## src/hw/rtl/srrt_pkg.sv

```systemverilog
// shared types and constants for the selective-repeat receive tracker
// no dependencies
package srrt_pkg;

  localparam int MaxPackets = 4096;
  localparam int MaxNacks   = 64;
  localparam int SeqW       = $clog2(MaxPackets);
  localparam int CntW       = $clog2(MaxPackets + 1);
  localparam int ByteW      = 28;
  localparam int BlkW       = 16;
  localparam int LimW       = 7;
  localparam int QDepth     = 4;
  localparam int QAw        = 2;

  typedef enum logic [1:0] {
    KIND_NEW  = 2'd0,
    KIND_DUP  = 2'd1,
    KIND_OOR  = 2'd2,
    KIND_NACK = 2'd3
  } kind_t;

  typedef enum logic [1:0] {
    REG_BLOCK = 2'd0,
    REG_FILE  = 2'd1,
    REG_TOTAL = 2'd2,
    REG_LIMIT = 2'd3
  } reg_idx_t;

  typedef enum logic [2:0] {
    ST_CLEAR,
    ST_IDLE,
    ST_ARR_RD,
    ST_ARR_DO,
    ST_SCAN_RD,
    ST_SCAN_DO
  } state_t;

  // one classified item from the front to the back
  typedef struct packed {
    logic            timeout;
    logic [SeqW-1:0] seq;
    logic            oor;
    logic [ByteW-1:0] off;
    logic [BlkW-1:0] len;
  } cmd_t;

  typedef struct packed {
    kind_t            kind;
    logic [SeqW-1:0]  seq;
    logic [ByteW-1:0] off;
    logic [BlkW-1:0]  len;
    logic [ByteW-1:0] bytes;
    logic [CntW-1:0]  pkts;
    logic             done;
    logic             last;
  } res_t;

endpackage

```

## src/hw/rtl/srrt_front.sv

```systemverilog
// front part: accepts items, computes offset and length, classifies range
// depends on srrt_pkg
module srrt_front (
  input  logic                           clk,
  input  logic                           rst_n,
  input  logic                           in_valid,
  output logic                           in_ready,
  input  logic                           in_op,
  input  logic [srrt_pkg::SeqW-1:0]      in_seq,
  input  logic [srrt_pkg::BlkW-1:0]      block_size,
  input  logic [srrt_pkg::ByteW-1:0]     file_size,
  input  logic [srrt_pkg::CntW-1:0]      top,
  output logic                           q_valid,
  input  logic                           q_ready,
  output srrt_pkg::cmd_t                 q_cmd
);
  // stage 1 registers the multiply, stage 2 classifies
  logic                          s1_v_r;
  logic                          s1_op_r;
  logic [srrt_pkg::SeqW-1:0]     s1_seq_r;
  logic [srrt_pkg::SeqW+srrt_pkg::BlkW-1:0] s1_off_r;
  logic                          s2_v_r;
  srrt_pkg::cmd_t                s2_r, s2_nxt;
  logic                          adv2, adv1;
  logic [srrt_pkg::SeqW+srrt_pkg::BlkW:0] rem;

  assign adv2     = !s2_v_r || q_ready;
  assign adv1     = !s1_v_r || adv2;
  assign in_ready = adv1;
  assign q_valid  = s2_v_r;
  assign q_cmd    = s2_r;

  always_comb begin
    s2_nxt         = '0;
    s2_nxt.timeout = s1_op_r;
    s2_nxt.seq     = s1_seq_r;
    rem = {{(srrt_pkg::SeqW+srrt_pkg::BlkW+1-srrt_pkg::ByteW){1'b0}}, file_size}
          - {1'b0, s1_off_r};
    if (!s1_op_r) begin
      if ({1'b0, s1_seq_r} >= top) begin
        s2_nxt.oor = 1'b1;
      end else if ({1'b0, s1_seq_r} + 1'b1 == top) begin
        if (rem[srrt_pkg::SeqW+srrt_pkg::BlkW]) begin
          s2_nxt.oor = 1'b1;
        end else begin
          s2_nxt.off = s1_off_r[srrt_pkg::ByteW-1:0];
          s2_nxt.len = (rem > {{(srrt_pkg::SeqW+1){1'b0}}, block_size}) ? block_size
                       : rem[srrt_pkg::BlkW-1:0];
        end
      end else begin
        s2_nxt.off = s1_off_r[srrt_pkg::ByteW-1:0];
        s2_nxt.len = block_size;
      end
    end
  end

  always_ff @(posedge clk) begin
    if (!rst_n) begin
      s1_v_r <= 1'b0;
      s2_v_r <= 1'b0;
    end else begin
      if (adv1) s1_v_r <= in_valid;
      if (adv2) s2_v_r <= s1_v_r;
    end
    if (adv1) begin
      s1_op_r  <= in_op;
      s1_seq_r <= in_seq;
      s1_off_r <= in_seq * block_size;
    end
    if (adv2) s2_r <= s2_nxt;
  end

  a_hold: assert property (@(posedge clk) disable iff (!rst_n)
    s2_v_r && !q_ready |=> s2_v_r && $stable(s2_r)) else $error("front stage lost");
  a_oor_zero: assert property (@(posedge clk) disable iff (!rst_n)
    s2_v_r && s2_r.oor |-> s2_r.len == '0 && s2_r.off == '0) else $error("oor payload");
  a_to: assert property (@(posedge clk) disable iff (!rst_n)
    s2_v_r && s2_r.timeout |-> !s2_r.oor) else $error("timeout flagged oor");
endmodule

```

## config.mk

```make
export PLATFORM = sky130hd
export DESIGN_NAME = srrt_front
export DESIGN_NICKNAME = d
export VERILOG_FILES = /design/src/hw/rtl/srrt_pkg.sv /design/src/hw/rtl/srrt_front.sv
export SDC_FILE = /design/constraint.sdc
export NUM_CORES = 1
export LEC_CHECK = 0
export BUFFER_PORTS_ARGS = -buffer_cell sky130_fd_sc_hd__buf_2
export CAP_MARGIN = 10
export CORE_MARGIN = 2
export CORE_UTILIZATION = 65
export DETAILED_ROUTE_END_ITERATION = 10
export HOLD_SLACK_MARGIN = 0.05
export PLACE_DENSITY = 0.87
export SLEW_MARGIN = 25
export SYNTH_ARGS = -nofsm -noshare
export SYNTH_HDL_FRONTEND = slang
export SYNTH_SLANG_ARGS = --single-unit
```

## constraint.sdc

```tcl
create_clock -name clk -period 16.52 [get_ports clk]
set_input_delay 0.826 -clock clk [delete_from_list [all_inputs] [get_ports clk]]
set_output_delay 0.826 -clock clk [all_outputs]
set_load 0.005 [all_outputs]
```

==> run metrics <==
outcome finished, final reports clean; count of final hold-check violations 0; ant diodes 0; drc violations 0; Setup TNS Final 0 ns; HPWL reported at the end of detailed placement 24.23 mm; initial core utilization 66.17%; Std-Cell Rows 50; number of standard cells in the layout, taps in and fillers out 1,666; number of instances resized during post-cts repair 0; number of global-route vias before repair 10.02k; clock skew after layout 0.01111 ns; cell taking the most area after synthesis edfxtp_1; iteration count of the initial detailed-routing pass 5; post-synthesis instance total 1,327; antenna violations before repair 0; clock-pin slew on the worst setup and hold paths 0.07 ns; path category of the worst min-delay check register to register; vertical die dimension 142.0 microns; Buffers on Ports 133; Die X-Extent 142.0 microns; terminating pin of the worst hold path q_cmd[57]; per-instance average area after synthesis 9.327 sq um; nature of the critical path startpoint primary input; min-delay src s1_op_r; cell count after placement 1,650; max-cap viol count 0; number of distinct library cells after synthesis 65; layout cell share with drive strength beyond 1 11.45%; Post-CTS Setup Inserts 0; flop2flop setup slack 11.45 ns; aggregate routed wire length 30.83 mm; via count normalized by instance count 5.978; pin count of the biggest net entering global routing 59; Final period util 40.11%; wire length of the first global-routing pass 49.72 mm; r2r endpoint q_cmd[1]; netlist area before placement 12,380 sq um; maximum operating frequency 0.1509 GHz; hold-critical path depth 0; grt ovf 0; GR Util All Layers 31.80%; layout filler cell count 1,346; routed vias 9,960; worst reg2reg path startpoint s1_off_r[2]; Die Footprint 20,160 sq um; data required time at the worst endpoint 16.63 ns; Area growth syn-to-layout 8.855%; Post-CTS Hold Buffers 0; CP arrival 6.73 ns; portion of the post-synthesis area used by sequential elements 24.34%; actual transition at the worst max-transition pin 0.7557 ns; number of CTS-inserted buffers 9; R2R depth 17; cell types occupying the most area after synthesis edfxtp_1 24%, fa_1 23%, ha_1 12%; clk buf depth 2; Crit. End Element register; maximum fanout along the worst path 14; DRT iter0 DRCs 946; RSZ-0062 raised after global routing false; floorplan core area 18,710 sq um; crit path kind primary input to register; number of nets in the finished design 1,765; Clk Latency, worst-skew pair 0.36 ns; P_leak 6.589 nW; CTS tree built; detail-routed net length per standard cell 18.50 microns; minimum period implied by the final worst setup slack 6.627 ns; flip-flop cell with the highest count after synthesis edfxtp_1; Synth Register Bits 101; routability-driven placement congestion ratio 0.9493; post-synth top area share 24.02%; H-tree lvl count 3; Max transition margin 48.96%; number of enable-type register cells in the synthesized netlist 99; CTS root buf clkbuf_16; worst voltage drop across the vdd grid 113.9 uV; number of placed I/O pins 134; power per cell area 170.2 nW/um^2; ys async rst share 0%; DRT antenna net count 0; number of endpoints failing setup at the final stage 0; clock tree sinks 101; synthesized net count 1,665; Synthesis Warnings 0; final max-slew violation count 0
cell type report:
class / count / area, sq um / share of cell area, %
Tap cell: 234 / 292.8 / 2.173
Timing Repair Buffer: 140 / 718.2 / 5.331
Clock inverter: 3 / 28.78 / 0.2136
Inverter: 239 / 897.1 / 6.659
Multi-Input combinational cell: 936 / 8263 / 61.33
Sequential cell: 101 / 3013 / 22.36
Clock buffer: 13 / 260.3 / 1.932
power by group:
group          switching (W)  leakage, nW  internal, W
clock network      0.0000985        0.142     0.000113
logic               0.000965         5.34     0.000689
registers          0.0000211         1.11     0.000407
total                0.00108         6.59      0.00121
worst max-delay path by stage:
stage,from,endpoint,cells past startpoint
after floorplan,in_seq[11],s1_off_r[27],21
after global placement,in_seq[8],s1_off_r[27],22
after detailed placement,in_seq[8],s1_off_r[27],22
after CTS,in_seq[8],s1_off_r[27],22
after global routing,block_size[0],s1_off_r[27],21
final,block_size[0],s1_off_r[27],21
registers in the layout, indices dropped and copies added, names as in the netlist:
signal,count
q_cmd,58
q_valid,1
s1_off_r,28
s1_op_r,1
s1_seq_r,12
s1_v_r,1
critical path: stages:
cell	delay [ns]
buf_2	0.31
nand2_1	0.13
fa_1	0.52
fa_1	0.54
inv_1	0.05
fa_1	0.51
fa_1	0.54
inv_1	0.05
fa_1	0.52
inv_1	0.04
ha_1	0.36
a21o_1	0.18
a21oi_1	0.12
o21ai_0	0.11
o21ai_0	0.39
o21ai_0	0.20
o41ai_1	0.62
nor3_1	0.19
o31a_1	0.32
nor2_1	0.11
xnor2_1	0.08
synth_stat cells (5+ instances only):
cell type and number:
inv_1 239, nand2_1 156, fa_1 141, ha_1 123, edfxtp_1 99, and2_1 70
nor2_1 69, a21oi_1 62, clkbuf_1 47, xnor2_1 35, o21ai_0 29, nand4_1 20
nor2b_1 18, a21o_1 16, nand3_1 16, a211oi_1 15, o21a_1 15, a31o_1 14
nor3_1 14, xor2_1 13, and4_1 8, o31ai_1 8, nand2b_1 6, o211ai_1 6
a31oi_1 5, and3_1 5, o2111ai_1 5, o21ai_1 5, o31a_1 5
stage by stage:
step	power [W]	setup WS [ns]	utilization, %	instance area (sq um)	hold WS, ns
2_1_floorplan	0.001669	10.26	-	12380	0.4423
3_3_place_gp	0.001977	9.713	70.48	13180	0.4519
3_5_place_dp	0.002051	9.592	70.48	13180	0.4759
4_1_cts	0.002270	9.952	72.03	13470	0.4924
5_1_grt	0.002506	9.585	72.03	13470	0.5112
6_report	0.002293	9.893	72.03	13470	0.4949
cells in the final DEF (no fill, tap or decap), drive strengths merged, types with 5 or more instances in the layout:
master	count
and4	8
o31a	5
o31ai	8
a211oi	16
clkbuf	13
a21oi	62
and3	5
nand3	16
o211ai	6
a31o	15
o21ai	34
edfxtp	99
buf	140
inv	241
nand4	20
nor2	69
ha	123
nor2b	18
o21a	15
nand2b	6
a31oi	5
o2111ai	5
xnor2	35
and2	70
xor2	13
nor3	14
nand2	156
fa	141
a21o	16
layer usage:
metal	part of all wire (%)	routed length, microns	track usage (%)
met1	41	12610	44.01
met2	46	14310	51.67
met3	9.9	3054	4.677
met4	2.7	845	11.42
met5	0	0	0
kinds of logic (layout without fill, tap and decap cells):
kind of cell	count (synthesis)	after routing	share of synthesized area, %
AOI/OAI and AO/OA	217	217	11.89
adders and majority gates	264	264	35.24
and+or+nand+nor	404	404	15.91
buffers and inverters	290	395	8.977
muxes	3	3	0.2426
DFF	101	101	24.34
xor gates and xnor gates	48	48	3.397
No activity file was read; power rests on OpenSTA's default activity.
