===== src/hw/rtl/srrt_pkg.sv =====
// shared types and constants for the selective-repeat receive tracker
// no dependencies
package srrt_pkg;

  localparam int MaxPackets = 4096;
  localparam int MaxNacks   = 64;
  localparam int SeqW       = $clog2(MaxPackets);
  localparam int CntW       = $clog2(MaxPackets + 1);
  localparam int ByteW      = 28;
  localparam int BlkW       = 16;
  localparam int LimW       = 7;
  localparam int QDepth     = 4;
  localparam int QAw        = 2;

  typedef enum logic [1:0] {
    KIND_NEW  = 2'd0,
    KIND_DUP  = 2'd1,
    KIND_OOR  = 2'd2,
    KIND_NACK = 2'd3
  } kind_t;

  typedef enum logic [1:0] {
    REG_BLOCK = 2'd0,
    REG_FILE  = 2'd1,
    REG_TOTAL = 2'd2,
    REG_LIMIT = 2'd3
  } reg_idx_t;

  typedef enum logic [2:0] {
    ST_CLEAR,
    ST_IDLE,
    ST_ARR_RD,
    ST_ARR_DO,
    ST_SCAN_RD,
    ST_SCAN_DO
  } state_t;

  // one classified item from the front to the back
  typedef struct packed {
    logic            timeout;
    logic [SeqW-1:0] seq;
    logic            oor;
    logic [ByteW-1:0] off;
    logic [BlkW-1:0] len;
  } cmd_t;

  typedef struct packed {
    kind_t            kind;
    logic [SeqW-1:0]  seq;
    logic [ByteW-1:0] off;
    logic [BlkW-1:0]  len;
    logic [ByteW-1:0] bytes;
    logic [CntW-1:0]  pkts;
    logic             done;
    logic             last;
  } res_t;

endpackage


===== src/hw/rtl/srrt_queue.sv =====
// short fifo of classified items between front and back
// depends on srrt_pkg
module srrt_queue (
  input  logic           clk,
  input  logic           rst_n,
  input  logic           wr_valid,
  output logic           wr_ready,
  input  srrt_pkg::cmd_t wr_cmd,
  output logic           rd_valid,
  input  logic           rd_ready,
  output srrt_pkg::cmd_t rd_cmd
);
  srrt_pkg::cmd_t mem_r [srrt_pkg::QDepth];
  logic [srrt_pkg::QAw-1:0] wp_r, rp_r;
  logic [srrt_pkg::QAw:0]   cnt_r;
  logic push, pop;

  assign wr_ready = cnt_r != (srrt_pkg::QAw+1)'(srrt_pkg::QDepth);
  assign rd_valid = cnt_r != '0;
  assign rd_cmd   = mem_r[rp_r];
  assign push     = wr_valid && wr_ready;
  assign pop      = rd_valid && rd_ready;

  always_ff @(posedge clk) begin
    if (!rst_n) begin
      wp_r  <= '0;
      rp_r  <= '0;
      cnt_r <= '0;
    end else begin
      if (push) wp_r <= wp_r + 1'b1;
      if (pop)  rp_r <= rp_r + 1'b1;
      cnt_r <= cnt_r + {{srrt_pkg::QAw{1'b0}}, push} - {{srrt_pkg::QAw{1'b0}}, pop};
    end
    if (push) mem_r[wp_r] <= wr_cmd;
  end

  a_cnt: assert property (@(posedge clk) disable iff (!rst_n)
    cnt_r <= (srrt_pkg::QAw+1)'(srrt_pkg::QDepth)) else $error("queue overflow");
endmodule


===== config.mk =====
export PLATFORM = sky130hd
export DESIGN_NAME = srrt_queue
export DESIGN_NICKNAME = d
export VERILOG_FILES = /design/src/hw/rtl/srrt_pkg.sv /design/src/hw/rtl/srrt_queue.sv
export SDC_FILE = /design/constraint.sdc
export NUM_CORES = 1
export LEC_CHECK = 0
export BUFFER_PORTS_ARGS = -buffer_cell sky130_fd_sc_hd__clkbuf_2
export CAP_MARGIN = 20
export CORE_ASPECT_RATIO = 1.4
export CORE_UTILIZATION = 50
export CTS_CLUSTER_DIAMETER = 80
export DETAILED_ROUTE_END_ITERATION = 6
export PLACE_DENSITY = 0.74
export SYNTH_ARGS = -nofsm -noshare
export SYNTH_HDL_FRONTEND = slang
export SYNTH_SLANG_ARGS = --single-unit

===== constraint.sdc =====
create_clock -name clk -period 4.6 [get_ports clk]
set_clock_uncertainty 0.1 [all_clocks]
set_input_delay 0.69 -clock clk [delete_from_list [all_inputs] [get_ports clk]]
set_output_delay 0.69 -clock clk [all_outputs]
set_load 0.02 [all_outputs]

==> results of run 1 <==
## placed cells by master, fill, tap and decap left out
cell                           n
sky130_fd_sc_hd__inv_1         5
sky130_fd_sc_hd__clkbuf_16    23
sky130_fd_sc_hd__clkinv_2      3
sky130_fd_sc_hd__buf_4         2
sky130_fd_sc_hd__and2_4        4
sky130_fd_sc_hd__xnor2_1       4
sky130_fd_sc_hd__clkbuf_2    121
sky130_fd_sc_hd__ha_1          6
sky130_fd_sc_hd__dfxtp_4       2
sky130_fd_sc_hd__clkinv_4      2
sky130_fd_sc_hd__nor2_1        1
sky130_fd_sc_hd__a21boi_1      1
sky130_fd_sc_hd__mux4_2       58
sky130_fd_sc_hd__nand2_1       5
sky130_fd_sc_hd__edfxtp_1    232
sky130_fd_sc_hd__clkinvlp_4    1
sky130_fd_sc_hd__and2_1        3
sky130_fd_sc_hd__clkinv_1      3
sky130_fd_sc_hd__nor2b_1       3
sky130_fd_sc_hd__o31a_1        1
sky130_fd_sc_hd__fa_1          1
sky130_fd_sc_hd__clkbuf_1      5
sky130_fd_sc_hd__o311ai_0      1
sky130_fd_sc_hd__or3_1         1
sky130_fd_sc_hd__mux2i_1       2
sky130_fd_sc_hd__bufinv_16     3
sky130_fd_sc_hd__dfxtp_1       7
## cells by family (layout without fill, tap and decap cells)
kind of cell	count (synthesis)	in the layout	share of synthesized area [%]
xor+xnor	4	4	0.395
compound gates	3	3	0.282
fa+ha+maj	7	7	1.07
simple gates	17	17	1.03
flops	241	241	80.6
mux	60	60	15.0
buf+inv	19	168	1.61
## area by class of cell
class | instances | area [um^2]
timing repair buffer | 123 | 621
clock buffer | 28 | 594
inverter | 5 | 18.8
multi-input combinational | 91 | 1580
sequential | 241 | 7150
clock inverter | 12 | 141
fill | 1221 | 6920
tap | 236 | 295
## power by group
group | switching, uW | leakage (uW) | internal [uW] | total [uW]
logic | 702 | 0.000957 | 579 | 1280
registers | 185 | 0.00220 | 2670 | 2850
clock network | 743 | 0.000357 | 1090 | 1830
## stage by stage
step	setup WS, ps	power, uW	hold WS (ps)	cells	instance area (um^2)
5_1_grt	1120	6210	304	736	10400
2_1_floorplan	1580	3830	368	351	8860
3_3_place_gp	1740	4170	377	696	9670
4_1_cts	1180	6040	298	736	10400
3_5_place_dp	1680	4220	406	696	9670
6_report	1310	5960	315	736	10400
## sequential cells by signal (all words and copies together) (netlist names), named ones only
signal / flops
cnt_r: 3
mem_r: 232
rp_r: 2
wp_r: 2
## per-layer routing
metal | vias to the layer above | share of wire [%] | track usage, %
met5 | - | 0 | 0
met4 | 0 | 2.3 | 5.08
met3 | 29 | 3.9 | 2.59
met2 | 90 | 54 | 30.4
met1 | 2053 | 40 | 21.4
li1 | 1755 | - | -
## how the worst max path moves through the flow
| stage | startpoint | endpoint | cells after the start |
|---|---|---|---|
| detailed placement | wr_valid | cnt_r[2] | 11 |
| finish | flop | rd_cmd[22] | 3 |
| global placement | flop | rd_cmd[22] | 3 |
| CTS | flop | rd_cmd[22] | 3 |
| floorplan | wr_valid | mem_r[0][0] | 2 |
| global route | flop | rd_cmd[22] | 3 |
==> metrics.txt, run 1 <==
result of the run=completed; drt drc=0; crit path kind=reg -> out; CTS buffer count=23; Critical Path AT=2500 ps; vias in the first global route=about 4,300; worst vdd ir=0.426 mV; total of hold buffers inserted after clock tree synthesis=0; cells resized by post-CTS repair=0; ant diodes=0; period utilization=slightly above 70%; Clock Sink Count=241; fraction of synthesis flops using an asynchronous set or reset pin=0%; violation count after the first detailed-routing iteration=about 180; deepest clock path buffer count=3; number of failing setup endpoints in the final timing report=0; delay of the slowest cell on the worst path=just over 900 ps; Min-Delay Path Class=in -> reg; count of different cell masters after synthesis=22; leak pwr=~0.0035 uW; die outline area=~0.018 mm^2; top post-synthesis cells by count=sky130_fd_sc_hd__edfxtp_1, sky130_fd_sc_hd__mux4_2, sky130_fd_sc_hd__dfxtp_1; flop and latch count out of synthesis=241; Detail Placement HPWL=roughly 8700 um; Worst Hold End=mem_r[3][55]; cell area after synthesis=between 0.008 and 0.009 mm^2; part of the Yosys area used for sequential elements=a little over 80%; Core Region=roughly 0.017 mm^2; startpoint type of the worst setup path=flop; RSZ-0062 raised after global routing=no; final hold viol count=0; worst-skew pair later-pin latency=490 ps; detailed-routing iteration count for the pre-antenna-repair pass=4; final count of pins violating max slew=0; die height=roughly 160 um; slew at the pin with the worst max-slew slack=about 900 ps; cell type contributing the most total cell area after synthesis=sky130_fd_sc_hd__edfxtp_1; per-cell routed wire length=slightly above 20 um; share of final-layout standard cells stronger than drive strength 1=a little over two fifths; total routed wirelength=around 15,000 um; CTS tree=built; Setup Fix Bufs, Post-CTS=0; maximum number of pins on one net before global-route repair=59; Finished Core Util=approximately three fifths; peak fanout along the critical path=43; starting utilization of the core area=just over 50%; setup TNS after final layout=0 ps; endpoint of the most critical register-to-register path=cnt_r[2]; IO buf count=approximately 120; most instantiated library cell after synthesis=sky130_fd_sc_hd__edfxtp_1; antenna-violating nets left=0; top achievable clock speed=304 MHz; post-synthesis to final-layout area growth=17.4%; EDFF count, synth=roughly 230; tightest slew margin relative to the limit=40.0%; Critical Path Sink Type=output pin; Clock Root Buffer=sky130_fd_sc_hd__clkbuf_16; antenna violations before repair=0; aggregate global routing overflow=0; max_cap viols=0; Avg Cell Area, Syn=25.2 um^2; Boundary Pins=between 100 and 150; Ys Warns=0; worst hold stages=1; start point of the worst min-delay path=wr_cmd[55]; number of instances in the synthesized netlist=about 350; area share of the largest cell type after synthesis=78.6%; clock input transition at the sequential cells of the worst setup and hold paths=around 60 ps; gpl congestion=about 0.68; number of vias after detailed routing=roughly 3,900; CP max stage cell=sky130_fd_sc_hd__dfxtp_4; vias per std cell=about 5.3; die outline width=between 100 and 150 um; wire length of the first global-routing pass=23,300 um; final worst path period need=roughly 3300 ps; final-stage net count=between 500 and 600; CP required=around 3800 ps; Rows=between 50 and 60; kind of cell adding the most delay to the critical path=flip-flops; number of cell instances on the worst register-to-register path=11; global-route usage over all layers=roughly 17%; power per cell area=573 mW/mm^2; setup slack on the worst flop-to-flop path=around 1900 ps; Net Count, Synth=420; CP cell instances=buf_4, mux4_2, clkbuf_2; Synth area leaders=sky130_fd_sc_hd__edfxtp_1, sky130_fd_sc_hd__mux4_2, sky130_fd_sc_hd__dfxtp_1; depth of the CTS H-tree=1; worst flop-to-flop path startpoint=cnt_r[1]; number of buffer and inverter stages on the critical path=2; dominant synthesized flop cell=sky130_fd_sc_hd__edfxtp_1
(Power assumes the default switching activity.)
==> run 2: changes to the inputs <==
==> constraint.sdc (replaced) <==
create_clock -name clk -period 3.2 [get_ports clk]
set_clock_uncertainty 0.1 [all_clocks]
set_input_delay 0.48 -clock clk [delete_from_list [all_inputs] [get_ports clk]]
set_output_delay 0.48 -clock clk [all_outputs]
set_load 0.02 [all_outputs]
==> metrics.txt, run 2 (same netlist as run 1, synthesis figures left out) <==
result of the run=completed; die outline area=0.0183 mm^2 (unchanged); Rows=57 (unchanged); leading cell type in the layout, fill and taps excluded=sky130_fd_sc_hd__edfxtp_1; Clock Root Buffer=sky130_fd_sc_hd__clkbuf_16; per-cell routed wire length=20.0 um (-1.9%); IO buf count=121 (unchanged); top achievable clock speed=368 MHz; final worst path period need=2720 ps; fin cells=738 (+0.27%); share of final-layout standard cells stronger than drive strength 1=44.4% (+0.62 points); maximum number of pins on one net before global-route repair=59 (unchanged); post-placement cell count=698 (+0.29%); leak pwr=0.00354 uW (+0.65%); deepest clock path buffer count=3 (unchanged); antenna-violating nets left=0 (unchanged); Detail Placement HPWL=8610 um (-0.57%); cells resized by post-CTS repair=0 (unchanged); placement-stage worst setup slack=744 ps (-939 ps); clock input transition at the sequential cells of the worst setup and hold paths=60 ps (about the same); Critical Path AT=2140 ps (-360 ps); number of failing setup endpoints in the final timing report=0 (unchanged); starting utilization of the core area=51.1% (unchanged); number of filler cells placed in the layout=1,243 (+1.8%); depth of the CTS H-tree=1 (unchanged); area taken by flip-flops and latches=0.00715 mm^2 (unchanged); RSZ-0062 raised after global routing=no; number of vias after detailed routing=3,920 (-0.18%); CP required=2620 ps (-1190 ps); Boundary Pins=122 (unchanged); vias per std cell=5.31 (-0.45%); wire length of the first global-routing pass=22,900 um (-1.6%); min setup slack post-route=482 ps (-831 ps); register bank with the most flops=mem_r; Critical Path Sink Type=output pin; Core Region=0.0173 mm^2 (unchanged); total routed wirelength=14,700 um (-1.7%); vias in the first global route=4,329 (-0.046%); setup TNS after final layout=0 ps (unchanged); ant diodes=0 (unchanged); total of hold buffers inserted after clock tree synthesis=0 (unchanged); Clock Sink Count=241 (unchanged); final-stage net count=556 (+0.36%); CTS buffer count=23 (unchanged); crit path kind=reg -> out; CP cell instances=buf_4, mux4_2, clkbuf_2; CP max stage cell=sky130_fd_sc_hd__dfxtp_4; antenna violations before repair=0 (unchanged); slew at the pin with the worst max-slew slack=907 ps (+7.25 ps); final count of pins violating max slew=0 (unchanged); startpoint type of the worst setup path=flop; violation count after the first detailed-routing iteration=246 (+36%); aggregate global routing overflow=0 (unchanged); Setup Fix Bufs, Post-CTS=0 (unchanged); period utilization=between 80% and 90%; number of cell instances on the worst register-to-register path=12 (+1); die height=160 um (unchanged); post-synthesis to final-layout area growth=17.7%; power per cell area=822 mW/mm^2 (+43%); global-route usage over all layers=16.7% (-0.29 points); Finished Core Util=60.2% (+0.14 points); most used cells in the layout excluding fill and tap cells=sky130_fd_sc_hd__edfxtp_1, sky130_fd_sc_hd__clkbuf_2, sky130_fd_sc_hd__mux4_2, sky130_fd_sc_hd__clkbuf_16; delay of the slowest cell on the worst path=590 ps (-340 ps); worst-skew pair later-pin latency=480 ps (about the same); max_cap viols=0 (unchanged); largest registers=mem_r (232), cnt_r (3); Min-Delay Path Class=in -> reg; CTS tree=built; die outline width=115 um (unchanged); multi-input combinational cell area=0.00158 mm^2 (unchanged); gpl congestion=0.692 (+1.5%); worst vdd ir=0.484 mV (+14%); detailed-routing iteration count for the pre-antenna-repair pass=4 (unchanged); number of flip-flops in the largest register=232 (unchanged); tightest slew margin relative to the limit=39.6% (-0.48 points); worst hold stages=1 (unchanged); final hold viol count=0 (unchanged); drt drc=0 (unchanged); peak fanout along the critical path=17 (-60%)
run 2: final timing paths:
| check | startpoint | end | slack [ps] |
|---|---|---|---|
| setup reg to reg | cnt_r[1] | cnt_r[2] | 760 |
| hold / removal | wr_cmd[39] | mem_r[1][39] | 100 |
| hold reg to reg | wp_r[1] | wp_r[1] | 420 |
| setup / recovery | flop | rd_cmd[38] | 480 |
run 2: through the flow:
stage	hold slack, ps	total power [uW]	cell area (um^2)
2_1_floorplan	368	5500	8860
3_3_place_gp	378	6040	9700
3_5_place_dp	414	6090	9700
4_1_cts	86.9	8690	10400
5_1_grt	88.0	8920	10400
6_report	105	8570	10400
run 2: layer usage:
layer	track usage (%)	routed length [um]	vias up
met5	0	0	-
met3	2.97	703	24
met4	4.90	248	0
met1	19.8	5720	2047
li1	-	-	1756
met2	30.8	8050	93
run 2: final cells by class:
type / count / share of cell area (%)
Multi-Input combinational cell: 91 / 15.2
Timing Repair Buffer: 125 / 6.21
Inverter: 5 / 0.180
Clock inverter: 15 / 1.43
Sequential cell: 241 / 68.6
Tap cell: 236 / 2.83
Clock buffer: 25 / 5.59
run 2: power by group:
group | internal (uW) | switching, uW
combinational | 856 | 1080
sequential | 3830 | 197
clock | 1550 | 1050
total | 6240 | 2330
run 2: worst max-delay path, delay by kind of cell (launching register included):
kind	cells	cell delay (ps)
flip-flops	1	590
multiplexers	1	540
buffers and inverters	2	510
